$ cat config.mk
export PLATFORM = sky130hd
export DESIGN_NAME = lidar_waveform_return_classifier_unit_flat
export DESIGN_NICKNAME = d
export VERILOG_FILES = /design/src/sv/lwrc_pkg.sv /design/src/sv/lwrc_if.sv /design/src/sv/lwrc_csr.sv /design/src/sv/lwrc_core.sv /design/src/sv/lidar_waveform_return_classifier_unit.sv /design/src/flat_wrapper.sv
export SDC_FILE = /design/constraint.sdc
export NUM_CORES = 1
export LEC_CHECK = 0
export BUFFER_PORTS_ARGS = -buffer_cell sky130_fd_sc_hd__buf_2
export CORE_MARGIN = 5
export CORE_UTILIZATION = 50
export DETAILED_ROUTE_END_ITERATION = 6
export PLACE_DENSITY_LB_ADDON = 0.1
export SLEW_MARGIN = 20
export SYNTH_ARGS = -nofsm -noshare
export SYNTH_HDL_FRONTEND = slang
export SYNTH_HIERARCHICAL = 1
export SYNTH_SLANG_ARGS = --single-unit
$ cat constraint.sdc
create_clock -name clock -period 6.3 [get_ports clock]
set_input_delay 0.945 -clock clock [delete_from_list [all_inputs] [get_ports clock]]
set_output_delay 0.945 -clock clock [all_outputs]
set_load 0.01 [all_outputs]
$ cat src/sv/lwrc_pkg.sv
`default_nettype none
package lwrc_pkg;

   localparam int MAX_BINS = 2048;
   localparam int BIN_W    = $clog2(MAX_BINS);
   localparam int WIN_W    = 11;
   localparam int CMP_W    = ((BIN_W > WIN_W) ? BIN_W : WIN_W) + 3;
   localparam int NUM_REGS = 5;
   localparam int ADDR_W   = $clog2(NUM_REGS) + 2;
   localparam int DATA_W   = 32;

   localparam logic [CMP_W-1:0] SPAN_MARGIN = CMP_W'(5);
   localparam logic [7:0]       COUNT_MAX   = 8'd255;

   localparam logic signed [7:0] PEAK_RESET        = -8'sd125;
   localparam logic [1:0]        MODE_RESET        = 2'd0;
   localparam logic signed [7:0] THRESHOLD_RESET   = -8'sd110;
   localparam logic [7:0]        LIMIT_RESET       = 8'd4;
   localparam logic [WIN_W-1:0]  WINDOW_LOW_RESET  = 11'd933;
   localparam logic [WIN_W-1:0]  WINDOW_HIGH_RESET = 11'd980;

   localparam logic [1:0] MODE_ALL   = 2'd0;
   localparam logic [1:0] MODE_MULTI = 2'd1;
   localparam logic [1:0] MODE_EARLY = 2'd2;

   typedef enum logic [2:0] {
      REG_DETECT_MODE  = 3'd0,
      REG_THRESHOLD    = 3'd1,
      REG_RETURN_LIMIT = 3'd2,
      REG_WINDOW_LOW   = 3'd3,
      REG_WINDOW_HIGH  = 3'd4
   } reg_idx_type;

   typedef struct packed {
      logic [1:0]        detect_mode;
      logic signed [7:0] threshold;
      logic [7:0]        return_limit;
      logic [WIN_W-1:0]  window_low;
      logic [WIN_W-1:0]  window_high;
   } cfg_type;

endpackage
`default_nettype wire

$ cat src/sv/lwrc_if.sv
`default_nettype none
interface lwrc_req_if;
   logic              valid;
   logic              ready;
   logic signed [7:0] sample;
   logic              last_bin;

   modport source (output valid, output sample, output last_bin, input ready);
   modport sink (input valid, input sample, input last_bin, output ready);
endinterface

interface lwrc_rsp_if;
   logic       valid;
   logic       ready;
   logic       interesting;
   logic [7:0] return_count;

   modport source (output valid, output interesting, output return_count, input ready);
   modport sink (input valid, input interesting, input return_count, output ready);
endinterface
`default_nettype wire

$ cat src/sv/lwrc_csr.sv
`default_nettype none
module lwrc_csr
   import lwrc_pkg::*;
(
   input  wire logic              clock,
   input  wire logic              reset,
   input  wire logic              psel,
   input  wire logic              penable,
   input  wire logic              pwrite,
   input  wire logic [ADDR_W-1:0] paddr,
   input  wire logic [DATA_W-1:0] pwdata,
   output logic      [DATA_W-1:0] prdata,
   output logic                   pready,
   output cfg_type                cfg
);

   cfg_type     cfg_ff;
   cfg_type     cfg_in;
   reg_idx_type idx;
   logic        wr_en;

   assign idx    = reg_idx_type'(paddr[ADDR_W-1:2]);
   assign wr_en  = psel && penable && pwrite;
   assign pready = 1'b1;
   assign cfg    = cfg_ff;

   always_comb begin
      cfg_in = cfg_ff;
      if (wr_en) begin
         unique case (idx)
            REG_DETECT_MODE:  cfg_in.detect_mode  = pwdata[1:0];
            REG_THRESHOLD:    cfg_in.threshold    = signed'(pwdata[7:0]);
            REG_RETURN_LIMIT: cfg_in.return_limit = pwdata[7:0];
            REG_WINDOW_LOW:   cfg_in.window_low   = pwdata[WIN_W-1:0];
            REG_WINDOW_HIGH:  cfg_in.window_high  = pwdata[WIN_W-1:0];
            default:          cfg_in = cfg_ff;
         endcase
      end
   end

   always_comb begin
      unique case (idx)
         REG_DETECT_MODE:  prdata = DATA_W'(cfg_ff.detect_mode);
         REG_THRESHOLD:    prdata = DATA_W'(unsigned'(cfg_ff.threshold));
         REG_RETURN_LIMIT: prdata = DATA_W'(cfg_ff.return_limit);
         REG_WINDOW_LOW:   prdata = DATA_W'(cfg_ff.window_low);
         REG_WINDOW_HIGH:  prdata = DATA_W'(cfg_ff.window_high);
         default:          prdata = '0;
      endcase
   end

   always_ff @(posedge clock) begin
      if (reset) begin
         cfg_ff.detect_mode  <= MODE_RESET;
         cfg_ff.threshold    <= THRESHOLD_RESET;
         cfg_ff.return_limit <= LIMIT_RESET;
         cfg_ff.window_low   <= WINDOW_LOW_RESET;
         cfg_ff.window_high  <= WINDOW_HIGH_RESET;
      end else begin
         cfg_ff <= cfg_in;
      end
   end

endmodule
`default_nettype wire

$ cat src/sv/lwrc_core.sv
`default_nettype none
module lwrc_core
   import lwrc_pkg::*;
(
   input  wire logic    clock,
   input  wire logic    reset,
   input  wire cfg_type cfg,
   lwrc_req_if.sink     req_ch,
   lwrc_rsp_if.source   rsp_ch
);

   // input register
   logic              s1_valid_ff;
   logic signed [7:0] s1_sample_ff;
   logic              s1_last_ff;

   // waveform state
   logic [BIN_W:0]    bin_ff,       bin_in;
   logic              in_feat_ff,   in_feat_in;
   logic [7:0]        count_ff,     count_in;
   logic              in_wf_ff,     in_wf_in;
   logic signed [7:0] peak_val_ff,  peak_val_in;
   logic [BIN_W-1:0]  peak_bin_ff,  peak_bin_in;
   logic              hit_ff,       hit_in;

   // result register
   logic       rsp_valid_ff;
   logic       rsp_int_ff,  rsp_int_in;
   logic [7:0] rsp_cnt_ff,  rsp_cnt_in;

   logic out_free;
   logic s1_go;
   logic accept;

   assign out_free     = !rsp_valid_ff || rsp_ch.ready;
   assign s1_go        = s1_valid_ff && (!s1_last_ff || out_free);
   assign req_ch.ready = !s1_valid_ff || s1_go;
   assign accept       = req_ch.valid && req_ch.ready;

   assign rsp_ch.valid        = rsp_valid_ff;
   assign rsp_ch.interesting  = rsp_int_ff;
   assign rsp_ch.return_count = rsp_cnt_ff;

   always_comb begin
      logic             above;
      logic             in_span;
      logic [CMP_W-1:0] pos_x;
      logic [CMP_W-1:0] pb_x;
      logic [CMP_W-1:0] wl_x;
      logic [CMP_W-1:0] wh_x;

      bin_in      = bin_ff;
      in_feat_in  = in_feat_ff;
      count_in    = count_ff;
      in_wf_in    = in_wf_ff;
      peak_val_in = peak_val_ff;
      peak_bin_in = peak_bin_ff;
      hit_in      = hit_ff;
      rsp_int_in  = 1'b0;
      pb_x        = '0;

      above   = s1_sample_ff > cfg.threshold;
      pos_x   = CMP_W'(bin_ff);
      wl_x    = CMP_W'(cfg.window_low);
      wh_x    = CMP_W'(cfg.window_high);
      in_span = (pos_x < CMP_W'(MAX_BINS)) && (pos_x + SPAN_MARGIN >= wl_x)
                && (pos_x < wh_x + SPAN_MARGIN);

      if (!in_feat_ff) begin
         in_feat_in = above;
      end else if (!above) begin
         if (count_ff != COUNT_MAX) begin
            count_in = count_ff + 8'd1;
         end
         in_feat_in = 1'b0;
      end

      if (in_span) begin
         if (!in_wf_ff && above) begin
            in_wf_in    = 1'b1;
            peak_val_in = PEAK_RESET;
         end
         if (in_wf_in) begin
            if (s1_sample_ff > peak_val_in) begin
               peak_val_in = s1_sample_ff;
               peak_bin_in = bin_ff[BIN_W-1:0];
            end
            pb_x = CMP_W'(peak_bin_in);
            if (!above) begin
               if (pb_x >= wl_x && pb_x <= wh_x) begin
                  hit_in = 1'b1;
               end
               in_wf_in = 1'b0;
            end
         end
      end else begin
         in_wf_in = 1'b0;
      end

      if (pos_x < CMP_W'(MAX_BINS)) begin
         bin_in = bin_ff + (BIN_W+1)'(1);
      end

      rsp_cnt_in = count_in;

      unique case (cfg.detect_mode)
         MODE_ALL:   rsp_int_in = 1'b1;
         MODE_MULTI: rsp_int_in = count_in > cfg.return_limit;
         MODE_EARLY: rsp_int_in = hit_in;
         default:    rsp_int_in = 1'b0;
      endcase

      if (s1_last_ff) begin
         bin_in     = '0;
         in_feat_in = 1'b0;
         count_in   = '0;
         in_wf_in   = 1'b0;
         hit_in     = 1'b0;
      end
   end

   always_ff @(posedge clock) begin
      if (reset) begin
         s1_valid_ff  <= 1'b0;
         rsp_valid_ff <= 1'b0;
         bin_ff       <= '0;
         in_feat_ff   <= 1'b0;
         count_ff     <= '0;
         in_wf_ff     <= 1'b0;
         peak_val_ff  <= PEAK_RESET;
         peak_bin_ff  <= '0;
         hit_ff       <= 1'b0;
      end else begin
         if (req_ch.ready) begin
            s1_valid_ff <= accept;
         end
         if (s1_go) begin
            bin_ff      <= bin_in;
            in_feat_ff  <= in_feat_in;
            count_ff    <= count_in;
            in_wf_ff    <= in_wf_in;
            peak_val_ff <= peak_val_in;
            peak_bin_ff <= peak_bin_in;
            hit_ff      <= hit_in;
         end
         if (s1_go && s1_last_ff) begin
            rsp_valid_ff <= 1'b1;
         end else if (rsp_ch.ready) begin
            rsp_valid_ff <= 1'b0;
         end
      end
   end

   always_ff @(posedge clock) begin
      if (accept) begin
         s1_sample_ff <= req_ch.sample;
         s1_last_ff   <= req_ch.last_bin;
      end
      if (s1_go && s1_last_ff) begin
         rsp_int_ff <= rsp_int_in;
         rsp_cnt_ff <= rsp_cnt_in;
      end
   end

endmodule
`default_nettype wire

$ cat src/sv/lidar_waveform_return_classifier_unit.sv
// Last bins pass the input register; results are held in the result register.
// Throughput: 1 bin per cycle; a last bin waits while a result is stalled.
// A stalled result holds the input register only when it carries a last bin.
// Reset (synchronous): clears waveform state, peak value to -125,
// configuration registers to their defaults.
`default_nettype none
module lidar_waveform_return_classifier_unit
   import lwrc_pkg::*;
(
   input  wire logic              clock,
   input  wire logic              reset,
   lwrc_req_if.sink               req_ch,
   lwrc_rsp_if.source             rsp_ch,
   input  wire logic              psel,
   input  wire logic              penable,
   input  wire logic              pwrite,
   input  wire logic [ADDR_W-1:0] paddr,
   input  wire logic [DATA_W-1:0] pwdata,
   output logic      [DATA_W-1:0] prdata,
   output logic                   pready
);

   cfg_type cfg;

   lwrc_csr u_csr (
      .clock   (clock),
      .reset   (reset),
      .psel    (psel),
      .penable (penable),
      .pwrite  (pwrite),
      .paddr   (paddr),
      .pwdata  (pwdata),
      .prdata  (prdata),
      .pready  (pready),
      .cfg     (cfg)
   );

   lwrc_core u_core (
      .clock  (clock),
      .reset  (reset),
      .cfg    (cfg),
      .req_ch (req_ch),
      .rsp_ch (rsp_ch)
   );

endmodule
`default_nettype wire

$ cat src/flat_wrapper.sv
// flat-port wrapper written by rule: the top's interface ports become plain ports
module lidar_waveform_return_classifier_unit_flat import lwrc_pkg::*;
  (clock, reset, psel, penable, pwrite, paddr, pwdata, prdata, pready, req_ch_valid, req_ch_sample, req_ch_last_bin, req_ch_ready, rsp_ch_valid, rsp_ch_interesting, rsp_ch_return_count, rsp_ch_ready);
  lwrc_req_if req_ch_i ();
  lwrc_rsp_if rsp_ch_i ();
  input  wire logic clock;
  input  wire logic reset;
  input  wire logic psel;
  input  wire logic penable;
  input  wire logic pwrite;
  input  wire logic [ADDR_W-1:0] paddr;
  input  wire logic [DATA_W-1:0] pwdata;
  output logic      [DATA_W-1:0] prdata;
  output logic pready;
  input wire logic [$bits(req_ch_i.valid)-1:0] req_ch_valid;
  input wire logic [$bits(req_ch_i.sample)-1:0] req_ch_sample;
  input wire logic [$bits(req_ch_i.last_bin)-1:0] req_ch_last_bin;
  output wire logic [$bits(req_ch_i.ready)-1:0] req_ch_ready;
  output wire logic [$bits(rsp_ch_i.valid)-1:0] rsp_ch_valid;
  output wire logic [$bits(rsp_ch_i.interesting)-1:0] rsp_ch_interesting;
  output wire logic [$bits(rsp_ch_i.return_count)-1:0] rsp_ch_return_count;
  input wire logic [$bits(rsp_ch_i.ready)-1:0] rsp_ch_ready;
  assign req_ch_i.valid = req_ch_valid;
  assign req_ch_i.sample = req_ch_sample;
  assign req_ch_i.last_bin = req_ch_last_bin;
  assign req_ch_ready = req_ch_i.ready;
  assign rsp_ch_valid = rsp_ch_i.valid;
  assign rsp_ch_interesting = rsp_ch_i.interesting;
  assign rsp_ch_return_count = rsp_ch_i.return_count;
  assign rsp_ch_i.ready = rsp_ch_ready;
  lidar_waveform_return_classifier_unit u_core (.clock(clock), .reset(reset), .req_ch(req_ch_i), .rsp_ch(rsp_ch_i), .psel(psel), .penable(penable), .pwrite(pwrite), .paddr(paddr), .pwdata(pwdata), .prdata(prdata), .pready(pready));
endmodule
---- After elaboration in Yosys (flattened, before gate mapping) ----
Index checks and enable logic that the tools add are counted.
storage, ports and cells
  register bits ........................... 102
  input port bits ......................... 53
  output and inout port bits .............. 44
  word-level logic and storage cells ...... 95
cells by class
  add/sub/neg operators ................... 4
  order comparisons ....................... 8
  eq/ne operators ......................... 7
  mux-type cells .......................... 30
  reductions and logical operators ........ 28
operators by type and width
  kind                                                 count
  2-to-1 mux 8 bit                                     8
  one-hot mux 11 bit (5 select lines)                  1
  2-to-1 mux 11 bit                                    3
  > comparator 8 bit                                   3
  2-to-1 mux 12 bit                                    2
  2-to-1 mux 1 bit                                     15
  AND reduction 2 bit                                  7
  adder 12 x 3 -> 13 bit, second input constant        1
  greater-or-equal comparator 13 x 11 -> 1 bit         1
  adder 11 x 3 -> 12 bit, second input constant        1
  adder 12 x 1 -> 12 bit, second input constant        1
  < comparator 12 bit                                  1
  < comparator 12 bit, second input constant           1
  greater-or-equal comparator 11 bit                   1
  less-or-equal comparator 11 bit                      1
  logical AND 1 bit                                    9
  adder 8 x 1 -> 8 bit, second input constant          1
  inequality test 8 bit, second input constant         1
  equality test 3 x 2 -> 1 bit, second input constant  2
  logical NOT 1 bit                                    4
  nonzero test 2 bit                                   2
  equality test 3 x 1 -> 1 bit, second input constant  1
  equality test 3 bit, second input constant           1
  logical NOT 3 bit                                    1
  6 further kinds                                      8

---- Logic depth before layout (Yosys ltp) ----
  word-level depth ........................ 16
  mapped depth ............................ 23

---- Modules after synthesis ----
The synthesis kept the hierarchy.
modules (own cells, without submodules)
  module     times used  cells each  area an instance (um^2)  seq. area each (um^2)
  lwrc_core  1           546         4,699.5                  1,421.4
  lwrc_csr   1           227         2,164.6                  800.8

---- Worst setup path before layout ----
Ideal clock, no wire load.
  path type ............................... register -> register
  start point ............................. reg u_core.u_core.s1_sample_ff[5]
  end point ............................... reg u_core.u_core.rsp_int_ff, in the netlist u_core/u_core/rsp_ch.interesting (data pin)
  setup time .............................. 264 ps
  arrival time ............................ 4,547 ps
  required time ........................... 6,036 ps
  path slack .............................. 1,489 ps
  cell stages (with the launch flop) ...... 22
  cells stage by stage .................... edfxtp_1 > ha_1 > a21o_1 > a2111oi_4 > nor4_1 > a31oi_1 > nand2_1 > ha_1 > nand4_1 > a21oi_1 > o31ai_1 > a31oi_1 > buf_2 > mux2_2 > ha_1 > a21o_1 > a31oi_1 > o21ai_0 > a2111oi_0 > o22ai_1 > nand4_1 > o21ai_0
between the ends
  cells in the longest elaborated chain, start to end .. 15
RTL lines
  item                                                                                          line              text
  start, declared                                                                               lwrc_core.sv:14   logic signed [7:0] s1_sample_ff;
  start signal, assigned                                                                        lwrc_core.sv:156  s1_sample_ff <= req_ch.sample;
  > comparator 8 bit                                                                            lwrc_core.sv:62   above = s1_sample_ff > cfg.threshold;
  logical AND 1 bit                                                                             lwrc_core.sv:79   if (!in_wf_ff && above) begin
  2-to-1 mux 8 bit                                                                              lwrc_core.sv:79
  2-to-1 mux 8 bit                                                                              lwrc_core.sv:78   if (in_span) begin
  > comparator 8 bit                                                                            lwrc_core.sv:84   if (s1_sample_ff > peak_val_in) begin
  2-to-1 mux 11 bit                                                                             lwrc_core.sv:84
  2-to-1 mux 11 bit                                                                             lwrc_core.sv:83   if (in_wf_in) begin
  2-to-1 mux 11 bit                                                                             lwrc_core.sv:78
  greater-or-equal comparator 11 bit / less-or-equal comparator 11 bit (equally long branches)  lwrc_core.sv:90   if (pb_x >= wl_x && pb_x <= wh_x) begin
  logical AND 1 bit                                                                             lwrc_core.sv:90
  2-to-1 mux 1 bit                                                                              lwrc_core.sv:90
  2-to-1 mux 1 bit                                                                              lwrc_core.sv:89   if (!above) begin
  2-to-1 mux 1 bit                                                                              lwrc_core.sv:83
  2-to-1 mux 1 bit                                                                              lwrc_core.sv:78
  one-hot mux 1 bit (3 select lines) *                                                          lwrc_core.sv:106  unique case (cfg.detect_mode)
  via u_core.u_core.rsp_int_in                                                                  lwrc_core.sv:28   logic rsp_int_ff, rsp_int_in;
  end signal, assigned                                                                          lwrc_core.sv:160  rsp_int_ff <= rsp_int_in;
  end, declared                                                                                 lwrc_core.sv:28
Mark *: on every way through the listed nets, which the timed path passes. The rest lies on a longest branch. The select of a mux whose other input is x is not followed.
A chain may end at the register's enable or synchronous reset.

---- Worst setup path in the final report ----
  start point ............................. reg u_core.u_csr.cfg_ff (netlist bit u_core/u_csr/cfg[35])
  end point ............................... reg u_core.u_core.rsp_int_ff, in the netlist u_core/u_core/rsp_ch.interesting (data pin)
between the ends
  cells in the longest elaborated chain, start to end .. 15
RTL lines
  item                                                                                          line              text
  start, declared                                                                               lwrc_csr.sv:17    cfg_type cfg_ff;
  start signal, assigned                                                                        lwrc_csr.sv:60    cfg_ff <= cfg_in;
  > comparator 8 bit *                                                                          lwrc_core.sv:62
  logical AND 1 bit                                                                             lwrc_core.sv:79
  2-to-1 mux 8 bit                                                                              lwrc_core.sv:79
  2-to-1 mux 8 bit                                                                              lwrc_core.sv:78
  > comparator 8 bit                                                                            lwrc_core.sv:84
  2-to-1 mux 11 bit                                                                             lwrc_core.sv:84
  2-to-1 mux 11 bit                                                                             lwrc_core.sv:83
  2-to-1 mux 11 bit                                                                             lwrc_core.sv:78
  greater-or-equal comparator 11 bit / less-or-equal comparator 11 bit (equally long branches)  lwrc_core.sv:90
  logical AND 1 bit                                                                             lwrc_core.sv:90
  2-to-1 mux 1 bit                                                                              lwrc_core.sv:90
  2-to-1 mux 1 bit                                                                              lwrc_core.sv:89
  2-to-1 mux 1 bit                                                                              lwrc_core.sv:83
  2-to-1 mux 1 bit                                                                              lwrc_core.sv:78
  one-hot mux 1 bit (3 select lines) *                                                          lwrc_core.sv:106
  via u_core.u_core.rsp_int_in                                                                  lwrc_core.sv:28
Marked as above.

==> flow_summary_export.csv <==
group,metric,value,unit
outcome,status,"complete, no violations",
floorplan,rows,42,
timing,fin_crit,5.51,ns
routing,finalWirelength,17.2,mm
clock_network,root_buffer,"clkbuf_16",
routing,drt_iter0_markers,417,
worst_hold_path,hp-class,"reg -> reg",
global_routing,grt_usage,21.2,%
worst_setup_path,critical_path_class,"reg -> reg",
final_layout,layoutNonFillerInstCount,988,
logic_synthesis,syn_area_per_cell,8.88,sq um
clock_network,cts_tree,"done",
worst_setup_path,end_kind,"flip-flop",
clock_network,clk_pin_slew,0.07,ns
clock_network,cts_sinks,102,
timing,whs,0.497,ns
timing,setup_viol,0,
global_routing,grt_pass1_wl,27.5,mm
clock_network,post-cts-setup-buffers,0,
global_routing,grt.overflow.total,0,
global_routing,grt_pass1_vias,5499,
timing,slew_violations,0,
logic_synthesis,async_reset_ff_share,0,%
routing,route.detailed.drc,0,
logic_synthesis,synth-simple-area-share,18.8,%
worst_setup_path,crit_buf_inv,2,
placed_design,dpl.cell_count,972,
placed_design,post-dp-hpwl,13.1,mm
power_and_ir_drop,p_seq_share,49.8,%
worst_setup_path,cp_top_family,"compound AO/OA/AOI/OAI gates",
logic_synthesis,synth_mux_area_share,8.13,%
logic_synthesis,synth.distinct_cells,68,
placed_design,port_buffers,51,
logic_synthesis,ys_ff_latch,102,
final_layout,seq_area,2220,sq um
final_layout,drive_gt1_share,12.4,%
timing,finalHoldViolCount,0,
job,cap_violations,0,
power_and_ir_drop,swShare,24.2,%
clock_network,cts_resized,0,
clock_network,cts_made_buffers,9,
global_routing,grt_max_degree,91,
worst_setup_path,timing.rr.end,"u_core/u_core/rsp_ch.interesting$_DFFE_PP_",
power_and_ir_drop,peakVddDrop,0.158,mV
clock_network,postCtsHoldBufs,0,
timing,setup_tns,0,ns
timing,fmax,182,MHz
power_and_ir_drop,p_comb_share,8.9,%
power_and_ir_drop,intPower,1030,uW
global_routing,antenna_found_initial,0,
power_and_ir_drop,power.leakage,0.00320,uW
power_and_ir_drop,clkPwrFrac,41.3,%
timing,skew,0.0118,ns
floorplan,initial_core_util,51.4,%
routing,wl_per_cell,17.4,microns
power_and_ir_drop,p_sw,330,uW
worst_setup_path,reg2reg_from,"u_core/u_csr/cfg[35]$_SDFFE_PP0P_",
logic_synthesis,synthAdderAreaFrac,12.9,%
logic_synthesis,ys.flop_type,"dfxtp_1",
worst_setup_path,crit_chain,"inv_1, ha_1, a21o_1, a2111oi_4, nor4_1, a31oi_1, nand2_1, ha_1, nand4_1, a21oi_1, o31ai_1, a31oi_1, buf_4, mux2i_1, ha_1, nand2b_1, a31oi_1, o21ai_0, a2111oi_0, o22ai_1, nand4_1, o21ai_0",
timing,grt_setup_unrepaired,"false",
logic_synthesis,yosysWarnings,6,
logic_synthesis,synth_top_family_by_area,"simple AND/OR/NAND/NOR gates",
floorplan,design.die.area,16200,sq um
logic_synthesis,synth_edf_count,18,
worst_hold_path,holdPathEnd,"u_core/u_core/hit_ff$_SDFFE_PP0P_",
worst_setup_path,cp.arrival,5.59,ns
logic_synthesis,syn_inst,773,
worst_hold_path,worstHoldStart,"u_core/u_core/hit_ff$_SDFFE_PP0P_",
logic_synthesis,netlist_area,6860,sq um
timing,tightest_slew,0.866,ns
worst_setup_path,critPathSlowestCell,"a31oi_1",
worst_setup_path,r2r_slack,0.79,ns
final_layout,num_antenna_cells,0,
worst_setup_path,path_max_fanout,13,
worst_setup_path,critPathMaxStageDelay,0.46,ns
final_layout,multi_input_area,4150,sq um
worst_hold_path,min_path_cells,2,
routing,via_count,5637,
final_layout,fin_nets,931,
logic_synthesis,ys_seq_area_share,32.4,%
worst_setup_path,required,6.38,ns
floorplan,ios,97,
floorplan,die_y,127,microns
placed_design,gp_routability_congestion,0.937,
routing,drt_pass1_iterations,5,
timing,slew_headroom,42.3,%
final_layout,areaGrowthSynthToFinish,8.20,%
clock_network,clk_path_buf_depth,2,
floorplan,fp.dieW,127,microns
logic_synthesis,synth_xor_xnor_area_share,3.32,%
routing,antenna_left,0,
power_and_ir_drop,cellPowerDensity,184,nW/um^2
routing,viasPerCell,5.71,
floorplan,core_area,13300,sq um
timing,fin_crit_sh,87.5,%
logic_synthesis,synth_compound_area_share,16.1,%
clock_network,clock_latency,0.36,ns
final_layout,fillers,1225,
worst_setup_path,reg2reg_depth,22,
clock_network,h-tree-depth,3,
worst_setup_path,cp-start-kind,"flip-flop",
-- metal layers --
metal	share of wire [%]	up-vias	track usage, %
met5	0	-	0
met4	2.3	0	7.63
met3	5.6	29	4.13
met2	45	156	33.8
met1	47	2664	28.7
li1	-	2788	-
-- worst reg2reg max path: stages (launching register included) --
cell,delay (ns)
dfxtp_1,0.38
inv_1,0.07
ha_1,0.31
a21o_1,0.21
a2111oi_4,0.43
nor4_1,0.10
a31oi_1,0.46
nand2_1,0.13
ha_1,0.31
nand4_1,0.14
a21oi_1,0.16
o31ai_1,0.10
a31oi_1,0.16
buf_4,0.25
mux2i_1,0.40
ha_1,0.30
nand2b_1,0.14
a31oi_1,0.19
o21ai_0,0.13
a2111oi_0,0.41
o22ai_1,0.15
nand4_1,0.18
o21ai_0,0.14
-- layout make-up --
type	count	share of cell area, %
Sequential cell	102	29.9
Inverter	65	3.29
Tap cell	176	2.96
Timing Repair Buffer	56	3.94
Clock inverter	3	0.606
Clock buffer	13	3.37
Multi-Input combinational cell	573	55.9
-- cells in the final DEF (no fill, tap or decap), drive strengths merged, types with 5 or more instances in the layout --
cell     instances
nor3b            8
xnor2           17
buf             56
a211oi          13
xor2             9
a21o             6
nand4           16
nor3             7
nor2b           11
and3            12
ha              71
nand3           14
mux2i           40
dfxtp           84
nand2b          34
o21ai           39
conb            22
or3             13
inv             65
a221o            5
o22ai           10
edfxtp          18
clkbuf          13
a2111oi          5
mux2            12
a22oi            9
nand2           37
nor2            59
a21oi           59
-- stage by stage --
stage / setup slack (ns) / util (%) / total power, uW / area (sq um)
floorplan: 1.49 / - / 785 / 6940
global placement: 0.850 / 53.4 / 812 / 7130
detailed placement: 0.815 / 53.4 / 815 / 7130
CTS: 0.767 / 55.6 / 1380 / 7430
global route: 0.296 / 55.6 / 1420 / 7430
finish: 0.791 / 55.6 / 1370 / 7430
-- how the worst max path moves through the flow --
stage / slack [ns] / depth (start not counted) / endpoint / startpoint
2_1_floorplan: 1.49 / 21 / u_core/u_core/rsp_ch.interesting$_DFFE_PP_ / u_core/u_core/s1_sample_ff[5]$_DFFE_PP_
3_3_place_gp: 0.85 / 21 / u_core/u_core/rsp_ch.interesting$_DFFE_PP_ / u_core/u_core/s1_sample_ff[6]$_DFFE_PP_
3_5_place_dp: 0.82 / 21 / u_core/u_core/rsp_ch.interesting$_DFFE_PP_ / u_core/u_core/s1_sample_ff[6]$_DFFE_PP_
4_1_cts: 0.77 / 22 / u_core/u_core/rsp_ch.interesting$_DFFE_PP_ / u_core/u_csr/cfg[35]$_SDFFE_PP0P_
5_1_grt: 0.30 / 22 / u_core/u_core/rsp_ch.interesting$_DFFE_PP_ / u_core/u_csr/cfg[36]$_SDFFE_PP0P_
6_report: 0.79 / 22 / u_core/u_core/rsp_ch.interesting$_DFFE_PP_ / u_core/u_csr/cfg[35]$_SDFFE_PP0P_
-- power by group through the flow --
stage,logic (uW),registers (uW),clock network (uW)
floorplan,94.2,691,0
global placement,118,694,0
detailed placement,121,694,0
CTS,121,679,579
global route,135,680,603
finish,122,680,564
-- flip-flops by register name (all words and copies together) (netlist names) --
name                               count
u_core/u_core/peak_bin_ff             11
u_core/u_core/in_feat_ff               1
u_core/u_core/s1_last_ff               1
u_core/u_core/in_wf_ff                 1
u_core/u_core/rsp_ch.return_count      8
u_core/u_core/bin_ff                  12
u_core/u_core/hit_ff                   1
u_core/u_core/s1_sample_ff             8
u_core/u_core/rsp_ch.valid             1
u_core/u_core/count_ff                 8
u_core/u_csr/cfg                      40
u_core/u_core/peak_val_ff              8
u_core/u_core/rsp_ch.interesting       1
u_core/u_core/s1_valid_ff              1
-- synthesized netlist by cell type (all sizes together) (2+ instances only) --
cell     instances  area [sq um]
xor2             9          78.8
nand2b          34           220
nand3           14          70.1
and2             3          18.8
nand2           37           139
or2              3          18.8
o21ai           39           195
and3            12          80.1
nor2            59           221
inv             65           244
o22ai           10          62.6
nor3             7          45.0
a221o            5          50.1
edfxtp          18           541
a32o             3          30.0
nand4b           3          41.3
mux2            12           135
and4             3          26.3
a2111oi          5          81.3
a21oi           59           303
nand3b           4          33.8
a22oi            9          67.6
a311oi           4          35.0
nor3b            8          71.3
xnor2           17           149
clkbuf          19          72.6
nor2b           11          68.8
nand4           16           115
mux2i           40           400
a21o             6          45.0
a31oi            4          31.3
ha              71           888
o211ai           2          15.0
or3             13          81.3
buf             34           248
conb             2          7.51
dfxtp           84          1680
o21a             3          22.5
a211oi          13          97.6
-- cells by family after synthesis --
kind of cell,count (synthesis)
buf+inv,118
fa+ha+maj,71
simple gates,231
compound gates,170
flops,102
xor+xnor,26
mux,53
other cells,2
No activity file was read; power rests on OpenSTA's default activity.
